File: config.mk
export PLATFORM = sky130hd
export DESIGN_NAME = rbs_prep
export DESIGN_NICKNAME = d
export VERILOG_FILES = /design/src/ray_box_slab_intersect_core_macros.svh /design/src/rbs_pkg.sv /design/src/rbs_prep.sv
export SDC_FILE = /design/constraint.sdc
export NUM_CORES = 1
export LEC_CHECK = 0
export BUFFER_PORTS_ARGS = -buffer_cell sky130_fd_sc_hd__buf_2
export CAP_MARGIN = 20
export CORE_MARGIN = 3
export CORE_UTILIZATION = 35
export CTS_CLUSTER_SIZE = 16
export DETAILED_ROUTE_END_ITERATION = 7
export REMOVE_ABC_BUFFERS = 1
export SYNTH_ARGS = -nofsm -noshare
export SYNTH_HDL_FRONTEND = slang
export SYNTH_SLANG_ARGS = --single-unit
File: constraint.sdc
create_clock -name clk -period 7.8 [get_ports clk]
set_input_delay 0 -clock clk [delete_from_list [all_inputs] [get_ports clk]]
set_output_delay 0 -clock clk [all_outputs]
set_load 0.01 [all_outputs]
File: src/ray_box_slab_intersect_core_macros.svh
// Assertion macros used by the ray/box slab intersect core.
`ifndef RAY_BOX_SLAB_INTERSECT_CORE_MACROS_SVH
`define RAY_BOX_SLAB_INTERSECT_CORE_MACROS_SVH
`ifndef NO_ASSERTIONS
// Consequent must hold in the same cycle as the antecedent.
`define RBS_CHECK(lbl, clk, rst_n, ante, cons) \
  lbl: assert property (@(posedge clk) disable iff (!rst_n) (ante) |-> (cons)) \
    else $error("rbs check failed");
// Consequent must hold in the cycle after the antecedent.
`define RBS_CHECK_NEXT(lbl, clk, rst_n, ante, cons) \
  lbl: assert property (@(posedge clk) disable iff (!rst_n) (ante) |=> (cons)) \
    else $error("rbs check failed");
`else
`define RBS_CHECK(lbl, clk, rst_n, ante, cons)
`define RBS_CHECK_NEXT(lbl, clk, rst_n, ante, cons)
`endif
`endif

File: src/rbs_pkg.sv
package rbs_pkg;

  localparam int CW = 32;
  localparam int FB = 16;
  localparam int QW = CW + FB;

  typedef logic signed [CW-1:0] coord_t;

  typedef struct packed {
    coord_t origin_x;
    coord_t origin_y;
    coord_t origin_z;
    coord_t dir_x;
    coord_t dir_y;
    coord_t dir_z;
    coord_t box_min_x;
    coord_t box_min_y;
    coord_t box_min_z;
    coord_t box_max_x;
    coord_t box_max_y;
    coord_t box_max_z;
  } in_t;

  typedef struct packed {
    logic   hit;
    coord_t hit_distance;
  } out_t;

  // One division: unsigned magnitudes and the sign of the quotient.
  typedef struct packed {
    logic [CW-1:0] mag;
    logic [CW-1:0] dm;
    logic          neg;
  } div_op_t;

  // Flags carried alongside the dividers: a zero-direction bit per axis and a flat-axis miss.
  typedef struct packed {
    logic [2:0] dzero;
    logic       zmiss;
  } meta_t;

endpackage

File: src/rbs_prep.sv
module rbs_prep import rbs_pkg::*; (
  input  logic               clk,
  input  logic               en,
  input  in_t                item_i,
  output div_op_t [5:0]      op_o,
  output meta_t              meta_o
);

  div_op_t [5:0] op_nxt;
  meta_t         meta_nxt;
  div_op_t [5:0] op_r;
  meta_t         meta_r;
  coord_t        org [3];
  coord_t        dir [3];
  coord_t        bmin [3];
  coord_t        bmax [3];

  function automatic div_op_t make_op(coord_t b, coord_t o, coord_t d);
    logic [CW:0] diff;
    div_op_t     op;
    if (b >= o) begin
      diff   = {b[CW-1], b} - {o[CW-1], o};
      op.neg = 1'b0;
    end else begin
      diff   = {o[CW-1], o} - {b[CW-1], b};
      op.neg = 1'b1;
    end
    op.mag = diff[CW-1:0];
    op.dm  = d[CW-1] ? (~d + 1'b1) : d;
    op.neg = op.neg ^ d[CW-1];
    return op;
  endfunction

  always_comb begin
    org  = '{item_i.origin_x, item_i.origin_y, item_i.origin_z};
    dir  = '{item_i.dir_x, item_i.dir_y, item_i.dir_z};
    bmin = '{item_i.box_min_x, item_i.box_min_y, item_i.box_min_z};
    bmax = '{item_i.box_max_x, item_i.box_max_y, item_i.box_max_z};
    meta_nxt = '0;
    for (int a = 0; a < 3; a++) begin
      op_nxt[a]     = make_op(bmin[a], org[a], dir[a]);
      op_nxt[3 + a] = make_op(bmax[a], org[a], dir[a]);
      meta_nxt.dzero[a] = (dir[a] == '0);
      // A flat axis misses when the origin lies outside both bounds.
      if (meta_nxt.dzero[a] &&
          ((org[a] < bmin[a] && org[a] < bmax[a]) ||
           (org[a] > bmin[a] && org[a] > bmax[a]))) begin
        meta_nxt.zmiss = 1'b1;
      end
    end
  end

  always_ff @(posedge clk) begin
    if (en) begin
      op_r   <= op_nxt;
      meta_r <= meta_nxt;
    end
  end

  assign op_o   = op_r;
  assign meta_o = meta_r;

endmodule

==> results.toml <==
[die]
die_h_um = 308.1
io_pins = 780
die-area_um2 = 94900
initial_utilization_pct = 35.37
die_w_um = 308.1
rows = 110
coreArea_um2 = 90290

[synthesis]
synth.area.top_cells = "edfxtp_1, ha_1, a21oi_1"
netlist.area_leader.share_pct = 28.02
synth_most_common_cell = "ha_1"
synth_edf_count = 298
syn_avg_cell_area_um2 = 8.598
yosysSeqAreaShare_pct = 28.02
synth_top_flop_cell = "edfxtp_1"
ys_ff_latch = 298
async_flop_share_pct = 0
ys_types = 82
synth_common_cells = "ha_1, a21oi_1, inv_1"
yosysTopAreaCell = "edfxtp_1"
syn-cell-area_um2 = 31930
synth-warning-count = 0
netlist_instances = 3714

[pwr]
irDropWorstVdd_v = 0.0001374
p_total_uw = 7212
static-leakage-power_uw = 0.01834
power.density_nw_per_um2 = 184.7

[worst_hold_path]
hold_path_class = "in -> reg"
hold_end = "op_o[63]"
hold_depth = 3
min_from = "item_i[382]"

[global_route]
grt_pass1_vias = 29796
grt_max_degree = 75
grt_antenna_before_repair = 11
grt_pass1_wl_um = 184100
grt_overflow_total = 0
grt_usage_pct = 25.56

[job]
maxCapViolations = 0

[place]
dp_hpwl_um = 103900
gp_congestion = 0.9528
numPlacedInstances = 5394
io_buffers = 779

[critical_path]
cp.arrival_ns = 4.37
required_ns = 8.11
crit_type = "in -> reg"
crit_buf_inv = 3
crit_fanout = 40
critPathMostFrequentCell = "nor2b_1"
worstSetupStartpointType = "input pin"
critPathMaxStageDelay_ns = 0.54
crit_path_end_kind = "flip-flop"
path_delay_family = "compound AO/OA/AOI/OAI gates"
path_cells = "dlygate4sd3_1 > buf_2 > ha_1 > nor2b_1 > o31a_1 > o21a_1 > nor2b_1 > nor3_1 > a31o_2 > buf_4 > o21ai_0 > o31ai_1 > xor2_1"
cpMaxStageDelayCell = "dlygate4sd3_1"

[detailed_routing]
dr_wl_met3_um = 10350
vias = 30885
ant_nets = 0
drt_iter0_drc = 2373
drt_first_pass_iters = 5
routed_wl_um = 127800
top_layer = "met5"
wl_met2_um = 60770
viasPerCell = 5.471
wl_per_cell_um = 22.64
remaining_drc_errors = 0
wl_met1_um = 48920

[final_layout]
final_cells = 5645
postLayoutCoreUtil_pct = 43.24
drive_above_1_share_pct = 19.99
syn_to_final_growth_pct = 22.26
fin_nets = 5218

[clock_network]
cts_buffers = 43
clk_pin_slew_ns = 0.05
cts.sinks = 298
cts_root_buf = "clkbuf_16"
cts_setup_buffers = 0
htreeDepth = 2
cts_max_path_buffers = 3
cts_tree = "done"

[timing]
period_share_pct = 52.06
slew_violations = 0
period_needed_ns = 4.061
hold_viol = 0
rsz0062_at_grt = "false"
worst_pin_slew_ns = 1.053
fmax_mhz = 246.3
finalSetupTns_ns = 0
slew_headroom_pct = 28.89
setup_viol = 0

[outcome]
status = "finished clean"
==> flip-flops by register name (all words and copies together), names as in the netlist <==
signal and cells:
meta_o 4, op_o 294
==> tightest hold or removal path: cells and delay by family <==
kind                     cells  cell delay [ns]
XOR/XNOR                     1             0.14
adder cells (fa/ha/maj)      1             0.26
buffers and inverters        1             0.11
==> kinds of logic after synthesis <==
group / after synthesis / synth area share (%)
AOI/OAI and AO/OA: 1242 / 24.99
and+or+nand+nor: 777 / 12.27
buffers and inverters: 653 / 9.028
adders and majority gates: 399 / 15.92
DFF: 298 / 28.02
xor gates and xnor gates: 273 / 7.488
muxes: 72 / 2.288
==> repair_timing <==
action / 4_1_cts / 5_1_grt
hold endpoints to repair: 187 / 0
gates resized for setup: 0 / 0
hold buffers: 170 / 0
==> metal layers <==
layer | up-vias | track usage, %
li1 | 14706 | -
met2 | 1319 | 43.85
met5 | - | 0
met1 | 14565 | 29.48
met3 | 289 | 5.940
met4 | 6 | 13.86
==> report_power, final <==
group          total [uW]  internal [uW]  switching, uW
combinational        2890           1130           1750
clock                2050           1240            807
sequential           2280           2150            128
==> worst max path at each step <==
stage / startpoint / end / slack, ns / cells after the start
2_1_floorplan: item_i[87] / op_o[258] / 3.27 / 12
3_3_place_gp: item_i[180] / op_o[53] / 3.67 / 13
3_5_place_dp: item_i[180] / op_o[53] / 3.57 / 13
4_1_cts: item_i[322] / op_o[323] / 3.89 / 13
5_1_grt: item_i[322] / op_o[313] / 3.60 / 14
6_report: item_i[322] / op_o[323] / 3.74 / 13
==> metrics by stage <==
stage / instance area (um2) / setup WS [ns] / hold slack, ns
global placement: 35900 / 3.673 / 0.2162
CTS: 39020 / 3.889 / 0.003169
floorplan: 30420 / 3.270 / 0.09887
global route: 39030 / 3.599 / 0.04981
detailed placement: 35900 / 3.574 / 0.2192
finish: 39040 / 3.739 / 0.03312
==> layout by cell type, fill, tap and decap left out, drive strengths merged, types with 67 or more instances in the layout <==
cell | Yosys | final
edfxtp | 298 | 298
xnor2 | 190 | 190
nor2 | 164 | 164
dlygate4sd3 | 0 | 170
o21ai | 240 | 240
ha | 387 | 387
inv | 366 | 366
nand4 | 67 | 67
buf | 152 | 791
a21oi | 383 | 383
xor2 | 83 | 83
nand2 | 200 | 200
a21o | 193 | 193
==> area by class of cell <==
class | instances | area (um2)
clock buffer | 52 | 1152
tap | 1176 | 1471
clock inverter | 22 | 264.0
fill | 9083 | 51250
multi-input combinational | 2763 | 20110
antenna | 7 | 17.52
timing repair buffer | 961 | 5698
inverter | 366 | 1374
sequential | 298 | 8949
(Power assumes the default switching activity.)
