==> src/ray_box_slab_intersect_core_macros.svh <==
// Assertion macros used by the ray/box slab intersect core.
`ifndef RAY_BOX_SLAB_INTERSECT_CORE_MACROS_SVH
`define RAY_BOX_SLAB_INTERSECT_CORE_MACROS_SVH
`ifndef NO_ASSERTIONS
// Consequent must hold in the same cycle as the antecedent.
`define RBS_CHECK(lbl, clk, rst_n, ante, cons) \
  lbl: assert property (@(posedge clk) disable iff (!rst_n) (ante) |-> (cons)) \
    else $error("rbs check failed");
// Consequent must hold in the cycle after the antecedent.
`define RBS_CHECK_NEXT(lbl, clk, rst_n, ante, cons) \
  lbl: assert property (@(posedge clk) disable iff (!rst_n) (ante) |=> (cons)) \
    else $error("rbs check failed");
`else
`define RBS_CHECK(lbl, clk, rst_n, ante, cons)
`define RBS_CHECK_NEXT(lbl, clk, rst_n, ante, cons)
`endif
`endif

==> src/rbs_pkg.sv <==
package rbs_pkg;

  localparam int CW = 32;
  localparam int FB = 16;
  localparam int QW = CW + FB;

  typedef logic signed [CW-1:0] coord_t;

  typedef struct packed {
    coord_t origin_x;
    coord_t origin_y;
    coord_t origin_z;
    coord_t dir_x;
    coord_t dir_y;
    coord_t dir_z;
    coord_t box_min_x;
    coord_t box_min_y;
    coord_t box_min_z;
    coord_t box_max_x;
    coord_t box_max_y;
    coord_t box_max_z;
  } in_t;

  typedef struct packed {
    logic   hit;
    coord_t hit_distance;
  } out_t;

  // One division: unsigned magnitudes and the sign of the quotient.
  typedef struct packed {
    logic [CW-1:0] mag;
    logic [CW-1:0] dm;
    logic          neg;
  } div_op_t;

  // Flags carried alongside the dividers: a zero-direction bit per axis and a flat-axis miss.
  typedef struct packed {
    logic [2:0] dzero;
    logic       zmiss;
  } meta_t;

endpackage

==> src/rbs_resolve.sv <==
module rbs_resolve import rbs_pkg::*; (
  input  logic               clk,
  input  logic               rst_n,
  input  logic               en,
  input  logic               valid_i,
  input  logic [5:0][QW-1:0] q_i,
  input  logic [5:0]         neg_i,
  input  meta_t              meta_i,
  output logic               valid_o,
  output out_t               data_o
);

  localparam coord_t MaxPos = {1'b0, {(CW-1){1'b1}}};
  localparam coord_t MaxNeg = {1'b1, {(CW-1){1'b0}}};

  coord_t  t [6];
  coord_t  tlo_nxt [3];
  coord_t  thi_nxt [3];
  coord_t  tlo_r [3];
  coord_t  thi_r [3];
  meta_t   meta_r;
  logic    v1_r;
  logic    vo_r;
  out_t    res_nxt;
  out_t    res_r;

  // Stage one: saturate, apply the sign and order each slab pair.
  always_comb begin
    for (int i = 0; i < 6; i++) begin
      if (|q_i[i][QW-1:CW-1]) begin
        t[i] = neg_i[i] ? MaxNeg : MaxPos;
      end else begin
        t[i] = neg_i[i] ? coord_t'(-q_i[i][CW-1:0]) : coord_t'(q_i[i][CW-1:0]);
      end
    end
    for (int a = 0; a < 3; a++) begin
      tlo_nxt[a] = (t[a] > t[3 + a]) ? t[3 + a] : t[a];
      thi_nxt[a] = (t[a] > t[3 + a]) ? t[a] : t[3 + a];
    end
  end

  // Stage two: narrow the interval axis by axis and decide.
  always_comb begin
    logic   bounded;
    logic   miss;
    coord_t lo;
    coord_t hi;
    bounded = 1'b0;
    miss    = meta_r.zmiss;
    lo      = '0;
    hi      = '0;
    for (int a = 0; a < 3; a++) begin
      if (!meta_r.dzero[a]) begin
        if (!bounded) begin
          lo = tlo_r[a];
          hi = thi_r[a];
          bounded = 1'b1;
        end else begin
          if (lo > thi_r[a] || tlo_r[a] > hi) miss = 1'b1;
          if (tlo_r[a] > lo) lo = tlo_r[a];
          if (thi_r[a] < hi) hi = thi_r[a];
        end
      end
    end
    if (bounded && hi[CW-1]) miss = 1'b1;
    res_nxt = '0;
    if (!miss) begin
      res_nxt.hit = 1'b1;
      if (!bounded) res_nxt.hit_distance = MaxPos;
      else res_nxt.hit_distance = lo[CW-1] ? hi : lo;
    end
  end

  always_ff @(posedge clk) begin
    if (!rst_n) begin
      v1_r <= 1'b0;
      vo_r <= 1'b0;
    end else if (en) begin
      v1_r <= valid_i;
      vo_r <= v1_r;
    end
  end

  always_ff @(posedge clk) begin
    if (en) begin
      tlo_r  <= tlo_nxt;
      thi_r  <= thi_nxt;
      meta_r <= meta_i;
      res_r  <= res_nxt;
    end
  end

  assign valid_o = vo_r;
  assign data_o  = res_r;

endmodule

==> config.mk <==
export PLATFORM = sky130hd
export DESIGN_NAME = rbs_resolve
export DESIGN_NICKNAME = d
export VERILOG_FILES = /design/src/ray_box_slab_intersect_core_macros.svh /design/src/rbs_pkg.sv /design/src/rbs_resolve.sv
export SDC_FILE = /design/constraint.sdc
export NUM_CORES = 1
export LEC_CHECK = 0
export ABC_AREA = 0
export ABC_CLOCK_PERIOD_IN_PS = 8900
export BUFFER_PORTS_ARGS = -buffer_cell sky130_fd_sc_hd__buf_2
export CORE_MARGIN = 2
export CORE_UTILIZATION = 25
export CTS_CLUSTER_DIAMETER = 60
export DETAILED_ROUTE_END_ITERATION = 10
export GPL_TIMING_DRIVEN = 0
export SYNTH_ARGS = -nofsm -noshare
export SYNTH_HDL_FRONTEND = slang
export SYNTH_SLANG_ARGS = --single-unit
export TNS_END_PERCENT = 30
==> constraint.sdc <==
create_clock -name clk -period 8.9 [get_ports clk]
set_clock_uncertainty 0.1 [all_clocks]
set_input_delay 1.335 -clock clk [delete_from_list [all_inputs] [get_ports clk]]
set_output_delay 1.335 -clock clk [all_outputs]
set_load 0.01 [all_outputs]
==> results of run 1 <==
flip-flops by register name, summed over array words and instances, names as in the netlist:
name / count
valid_o: 1
meta_r: 4
v1_r: 1
tlo_r: 96
data_o: 33
thi_r: 96
per-layer routing:
layer  vias up  global-route usage  share of wire
li1      12500                   -              -
met2      1021               0.300           0.47
met4         6              0.0414          0.024
met3       137              0.0212          0.066
met5         -                   0        0.00031
met1     12300               0.247           0.44
final timing paths:
| path | endpoint | slack (ps) | depth (start not counted) |
|---|---|---|---|
| setup / recovery | data_o[17] | 390 | 24 |
| hold / removal | valid_o | 420 | 2 |
| setup reg to reg | data_o[17] | 390 | 24 |
| hold reg to reg | valid_o | 420 | 2 |
synthesized netlist by cell type (all sizes together) (32+ instances only):
| library cell | count | area share |
|---|---|---|
| nand3 | 32 | 0.0063 |
| nand2 | 209 | 0.031 |
| o21ai | 211 | 0.041 |
| o22ai | 88 | 0.022 |
| a211o | 33 | 0.011 |
| clkbuf | 138 | 0.021 |
| a21oi | 323 | 0.063 |
| ha | 355 | 0.17 |
| nor4 | 51 | 0.012 |
| a22oi | 32 | 0.0094 |
| a21o | 59 | 0.017 |
| nor2b | 84 | 0.021 |
| inv | 268 | 0.039 |
| mux2i | 94 | 0.037 |
| edfxtp | 229 | 0.27 |
| or3 | 45 | 0.011 |
| a221oi | 37 | 0.013 |
| nand4 | 72 | 0.018 |
| nor2 | 306 | 0.045 |
| nor3 | 99 | 0.020 |
| a21boi | 34 | 0.010 |
| a31oi | 47 | 0.011 |
logic make-up after synthesis:
| logic type | count (synthesis) |
|---|---|
| AO/OA/AOI/OAI | 1027 |
| multiplexers | 115 |
| flip-flops | 231 |
| XOR/XNOR | 18 |
| other | 1 |
| AND/OR/NAND/NOR | 980 |
| buffers and inverters | 420 |
| adder cells (fa/ha/maj) | 355 |
power breakdown:
part	internal, mW	leakage, nW	switching [mW]	total [mW]
combinational	0.768	9.69	1.21	1.98
sequential	1.40	2.29	0.172	1.57
clock	0.615	0.441	0.489	1.10
worst reg2reg max path: cells and delay by family, from the launching register on:
| kind | cells | cell delay, ps |
|---|---|---|
| AOI/OAI and AO/OA | 11 | 3810 |
| buffers and inverters | 4 | 1560 |
| and+or+nand+nor | 6 | 1380 |
| adders and majority gates | 2 | 740 |
| DFF | 1 | 480 |
| xor gates and xnor gates | 1 | 170 |
cell usage in the layout (no fill, tap or decap), drive strengths merged, types with 31 or more instances in the layout:
cell,n
edfxtp,229
a21o,59
ha,355
nand2,209
clkbuf,173
nor2b,84
or3,45
a21oi,323
nand3,32
o22ai,88
a31oi,47
a22o,31
nand4,72
inv,272
a211o,33
mux2i,94
nor2,306
a22oi,32
o21ai,211
nor4,51
a221oi,37
buf,343
nor3,99
a21boi,34
metrics by stage:
| step | setup WS, ps | util |
|---|---|---|
| after global placement | 12.6 | 0.285 |
| after floorplan | 2070 | - |
| after detailed placement | 9.67 | 0.285 |
| after CTS | 30.6 | 0.294 |
| final | 388 | 0.295 |
| after global routing | 40.0 | 0.295 |
cell type report:
class / count / area [µm²] / area share
multi-input cells: 2496 / 17100 / 0.570
well taps: 1368 / 1710 / 0.0572
plain buffers: 148 / 597 / 0.0199
flip-flops and latches: 231 / 6920 / 0.231
clock buffers: 35 / 748 / 0.0250
diodes: 1 / 2.50 / 0.0000836
inverters: 272 / 1020 / 0.0341
repair buffers: 333 / 1720 / 0.0575
clock inverters: 17 / 160 / 0.00535
==> metrics.cfg, run 1 <==
[sta]
worst_slew_pin_slew_ps = 1270
hold_slack_ps = 421
tns_ps = 0
period_share = 0.956
fmax_ghz = 0.117
setup_viol_count_final = 0
maxSlewHeadroom = 0.148
hold_viol = 0
period_needed_ps = 8510
slew_viol_final = 0
rsz0062_at_grt = no

[detailed_routing]
firstDrtPassIters = 6
dr.first_iter.drc_count = 2458
via_count = 26000
wl_um = 98300
drc = 0
ant_nets = 0
viasPerCell = 5.30
wire_per_inst_um = 20.1

[synthesis]
synth-seq-area-share = 0.270
async_flop_share = 0
synthXorXnorAreaFrac = 0.00617
yosys.cell_types.count = 79
ys.flop_type = edfxtp_1
ys_warn_count = 0
synthMuxAreaShare = 0.0460
mappedNetlistArea_mm2 = 0.0256
synth-compound-area-share = 0.252
synthCells = 3147
ys_ff_latch = 231
synthAdderAreaFrac = 0.174
syn_nets = 3804
synth_top_family_by_area = compound AO/OA/AOI/OAI gates
synth_edf_count = 229
synthSimpleGateAreaFrac = 0.188
postSynthAreaPerCell_um2 = 8.13

[job]
drv_cap = 0

[setup_path]
worst_ep_required_time_ps = 9100
cpMostUsedCell = clkbuf_1
r2r_start = meta_r[1]
critPathBufInv = 4
crit_start = meta_r[1]
critPathKind = reg -> reg
crit_fanout = 10
worstPathArrival_ps = 8710
crit_chain = clkinv_1, clkbuf_1, nand2_1, ha_1, nand4_1, nor4_1, nand2_1, a31o_2, a211oi_1, nor2_1, clkbuf_1, a22oi_1, ha_1, a21oi_1, o21ai_0, a221oi_1, o21ai_0, a211oi_1, xnor2_1, nor4_1, a2111oi_0, o211a_1, clkbuf_1, a21boi_1
slowest_stage = nor4_1
crit_family = compound AO/OA/AOI/OAI gates
start_kind = flip-flop
endpoint_kind = flip-flop
max_stage_delay_ps = 610

[power_and_ir_drop]
p_total_mw = 4.66
power_density_mw_per_mm2 = 156
p_leak_nw = 12.4
irDropWorstVdd_v = 0.000158

[grt]
gr-total-overflow = 0
grt_pass1_vias = 23800
grt_max_degree = 116
track_usage = 0.180
grt_pass1_wl_um = 145000
antenna_found_initial = 10

[die]
core-area_mm2 = 0.102
die_w_um = 324
die_area_mm2 = 0.105
rows = 117
die_y_um = 324
ios = 336
initial_utilization = 0.252

[place]
dpl_cell_area_mm2 = 0.0290
dp_cells = 4848
io_buffers = 331
hpwl_um = 82300
place_congestion = 0.961

[clocking]
numCtsBuffers = 29
post_cts_buffers = 0
cts.hold.buffers_added = 0
root_buffer = clkbuf_16
clock_sinks = 231
htree_levels = 1
cts_buffer_depth = 3
cts_tree = done
clock_latency_ps = 580
cts-resized-gates = 0
clk_pin_slew_worst_paths_ps = 60

[cells_and_area]
finalNonFillerCells = 4901
area_growth_pct = 17.1
num-fill-cells = 11000
design_area_mm2 = 0.0299
drive_above_1_share = 0.126
nets = 4168

[min_path]
min-delay-start = v1_r
hold_class = reg -> reg

[status]
outcome = completed

Note: power is estimated with default switching activity, not from simulation.
==> run 2, diff against run 1 <==
--- a/config.mk
+++ b/config.mk
@@ -6,7 +6,7 @@
 export NUM_CORES = 1
 export LEC_CHECK = 0
 export ABC_AREA = 0
-export ABC_CLOCK_PERIOD_IN_PS = 8900
+export ABC_CLOCK_PERIOD_IN_PS = 10600
 export BUFFER_PORTS_ARGS = -buffer_cell sky130_fd_sc_hd__buf_2
 export CORE_MARGIN = 2
 export CORE_UTILIZATION = 25
==> constraint.sdc (replaced) <==
create_clock -name clk -period 10.6 [get_ports clk]
set_clock_uncertainty 0.1 [all_clocks]
set_input_delay 1.59 -clock clk [delete_from_list [all_inputs] [get_ports clk]]
set_output_delay 1.59 -clock clk [all_outputs]
set_load 0.01 [all_outputs]
==> run 2 against run 1 <==
Worst setup slack gained 1200 ps. Count of clock-buffer cells in the layout is the same. Via count shrank 0.13%. Power shrank 16%. Critical endpoint is now data_o[19].
==> metrics.cfg, run 2 (synthesis gave the netlist of run 1 again) <==
[power_and_ir_drop]
p_sw_frac = 0.402  ; about the same
p_sw_mw = 1.57  ; -16%
p_leak_nw = 12.4  ; about the same
power_density_mw_per_mm2 = 131  ; -16%
clockPowerShare = 0.237  ; about the same
power.share.combinational = 0.424  ; about the same
irDropWorstVdd_v = 0.000134  ; -15%
power_frac_seq = 0.338  ; about the same
p_int_mw = 2.33  ; -16%

[setup_path]
reg2reg_depth = 25  ; +4.2%
r2r-end = data_o[19]
endpoint_kind = flip-flop
crit_fanout = 10  ; unchanged
start_kind = flip-flop
worst_ep_required_time_ps = 10740  ; +1640 ps
worstPathArrival_ps = 9190  ; +480 ps
crit_start = meta_r[1]
r2r_start = meta_r[1]
timing.reg2reg.setup_slack_ps = 1550  ; +1160 ps
critPathKind = reg -> reg

[clocking]
clock_sinks = 231  ; unchanged
cts_buffer_depth = 3  ; unchanged
root_buffer = clkbuf_16
cts_tree = done
htree_levels = 1  ; unchanged
cts-resized-gates = 0  ; unchanged
cts.hold.buffers_added = 0  ; unchanged
clk_pin_slew_worst_paths_ps = 50  ; about the same
post_cts_buffers = 0  ; unchanged
numCtsBuffers = 29  ; unchanged
clock_latency_ps = 580  ; about the same

[sta]
period_share = 0.854  ; -0.103
worst_slew_pin_slew_ps = 1270  ; +5.69 ps
rsz0062_at_grt = no
fmax_ghz = 0.111  ; -5.9%
tns_ps = 0  ; unchanged
period_needed_ps = 9050  ; +536 ps
setup_viol_count_final = 0  ; unchanged
slew_viol_final = 0  ; unchanged
hold_viol = 0  ; unchanged
hold_slack_ps = 421  ; unchanged
maxSlewHeadroom = 0.144  ; -0.00382

[place]
hpwl_um = 82300  ; unchanged
dpl_cell_area_mm2 = 0.0290  ; unchanged
place_congestion = 0.961  ; unchanged
io_buffers = 331  ; unchanged
dp_cells = 4848  ; unchanged

[die]
die_y_um = 324  ; unchanged
initial_utilization = 0.252  ; unchanged
die_w_um = 324  ; unchanged
core-area_mm2 = 0.102  ; unchanged
ios = 336  ; unchanged
die_area_mm2 = 0.105  ; unchanged
rows = 117  ; unchanged

[grt]
gr-total-overflow = 0  ; unchanged
track_usage = 0.180  ; unchanged
grt_pass1_vias = 23800  ; unchanged
antenna_found_initial = 10  ; unchanged
grt_pass1_wl_um = 145000  ; unchanged
grt_max_degree = 116  ; unchanged

[detailed_routing]
wl_um = 98200  ; about the same
viasPerCell = 5.30  ; -0.13%
dr.first_iter.drc_count = 2428  ; -1.2%
wire_per_inst_um = 20.0  ; about the same
firstDrtPassIters = 5  ; -1
drc = 0  ; unchanged
ant_nets = 0  ; unchanged
via_count = 26000  ; -0.13%

[cells_and_area]
finalNonFillerCells = 4901  ; unchanged
num-fill-cells = 11000  ; +0.0091%
final_cell_mix = 355 x ha_1, 330 x buf_2, 323 x a21oi_1
ff_latch_area_mm2 = 0.00692  ; unchanged
nets = 4168  ; unchanged
multi_input_area_mm2 = 0.0170  ; -0.14%
area_growth_pct = 17.0  ; about the same
drive_above_1_share = 0.125  ; -0.00142
design_area_mm2 = 0.0299  ; about the same
final_common_cell = ha_1

[min_path]
hold_class = reg -> reg
min-delay-start = v1_r
worstHoldPathCells = 2  ; unchanged
whs_endpoint = valid_o

[job]
drv_cap = 0  ; unchanged

[status]
outcome = completed

run 2: stage by stage:
stage               worst slack [ps]  total power [mW]   util
floorplan                       3510              2.33      -
global placement                1460              2.94  0.285
detailed placement              1450              2.96  0.285
CTS                             1730              3.90  0.294
global route                    1010              4.16  0.294
finish                          1550              3.91  0.294
run 2: critical path, stage by stage (launching register included):
cell and delay [ps]:
edfxtp_1 480, clkbuf_1 340, clkbuf_1 300, nor2b_1 380, inv_1 90, ha_1 310
nand4_1 130, nor4_1 620, and4_1 400, nor3b_1 280, a2111oi_0 120, a211oi_1 690
clkbuf_1 480, a22o_1 340, ha_1 180, nand4_1 160, nor2_1 130, nand3_1 130
nor4_1 750, nand3_1 150, o22a_1 240, a221o_1 260, o2111ai_1 130, o211a_1 350
clkbuf_1 450, a21boi_0 710
run 2: how the worst max path moves through the flow:
stage,depth (start not counted),endpoint
6_report,25,data_o[19]
5_1_grt,26,data_o[18]
2_1_floorplan,19,thi_r[53]
3_5_place_dp,18,thi_r[49]
3_3_place_gp,20,thi_r[50]
4_1_cts,25,data_o[18]
run 2: final cells by class:
type,instances,area share
buffer,148,0.0199
tap,1368,0.0572
timing repair buffer,333,0.0576
sequential,231,0.231
clock buffer,35,0.0250
multi-input combinational,2496,0.570
antenna,1,0.0000837
clock inverter,17,0.00535
inverter,272,0.0341
run 2: metal layers:
layer  share of wire  up-vias  track usage
li1                -    12500            -
met1            0.44    12300        0.247
met2            0.46      975        0.300
met3           0.066      155       0.0212
met4           0.025        6       0.0414
met5         0.00031        -            0
run 2: power by group through the flow:
stage	Combinational [mW]	Sequential [mW]	Clock, mW
after global placement	1.60	1.34	0
after floorplan	1.08	1.25	0
after global routing	1.85	1.33	0.984
after CTS	1.63	1.32	0.948
final	1.66	1.32	0.927
after detailed placement	1.62	1.34	0
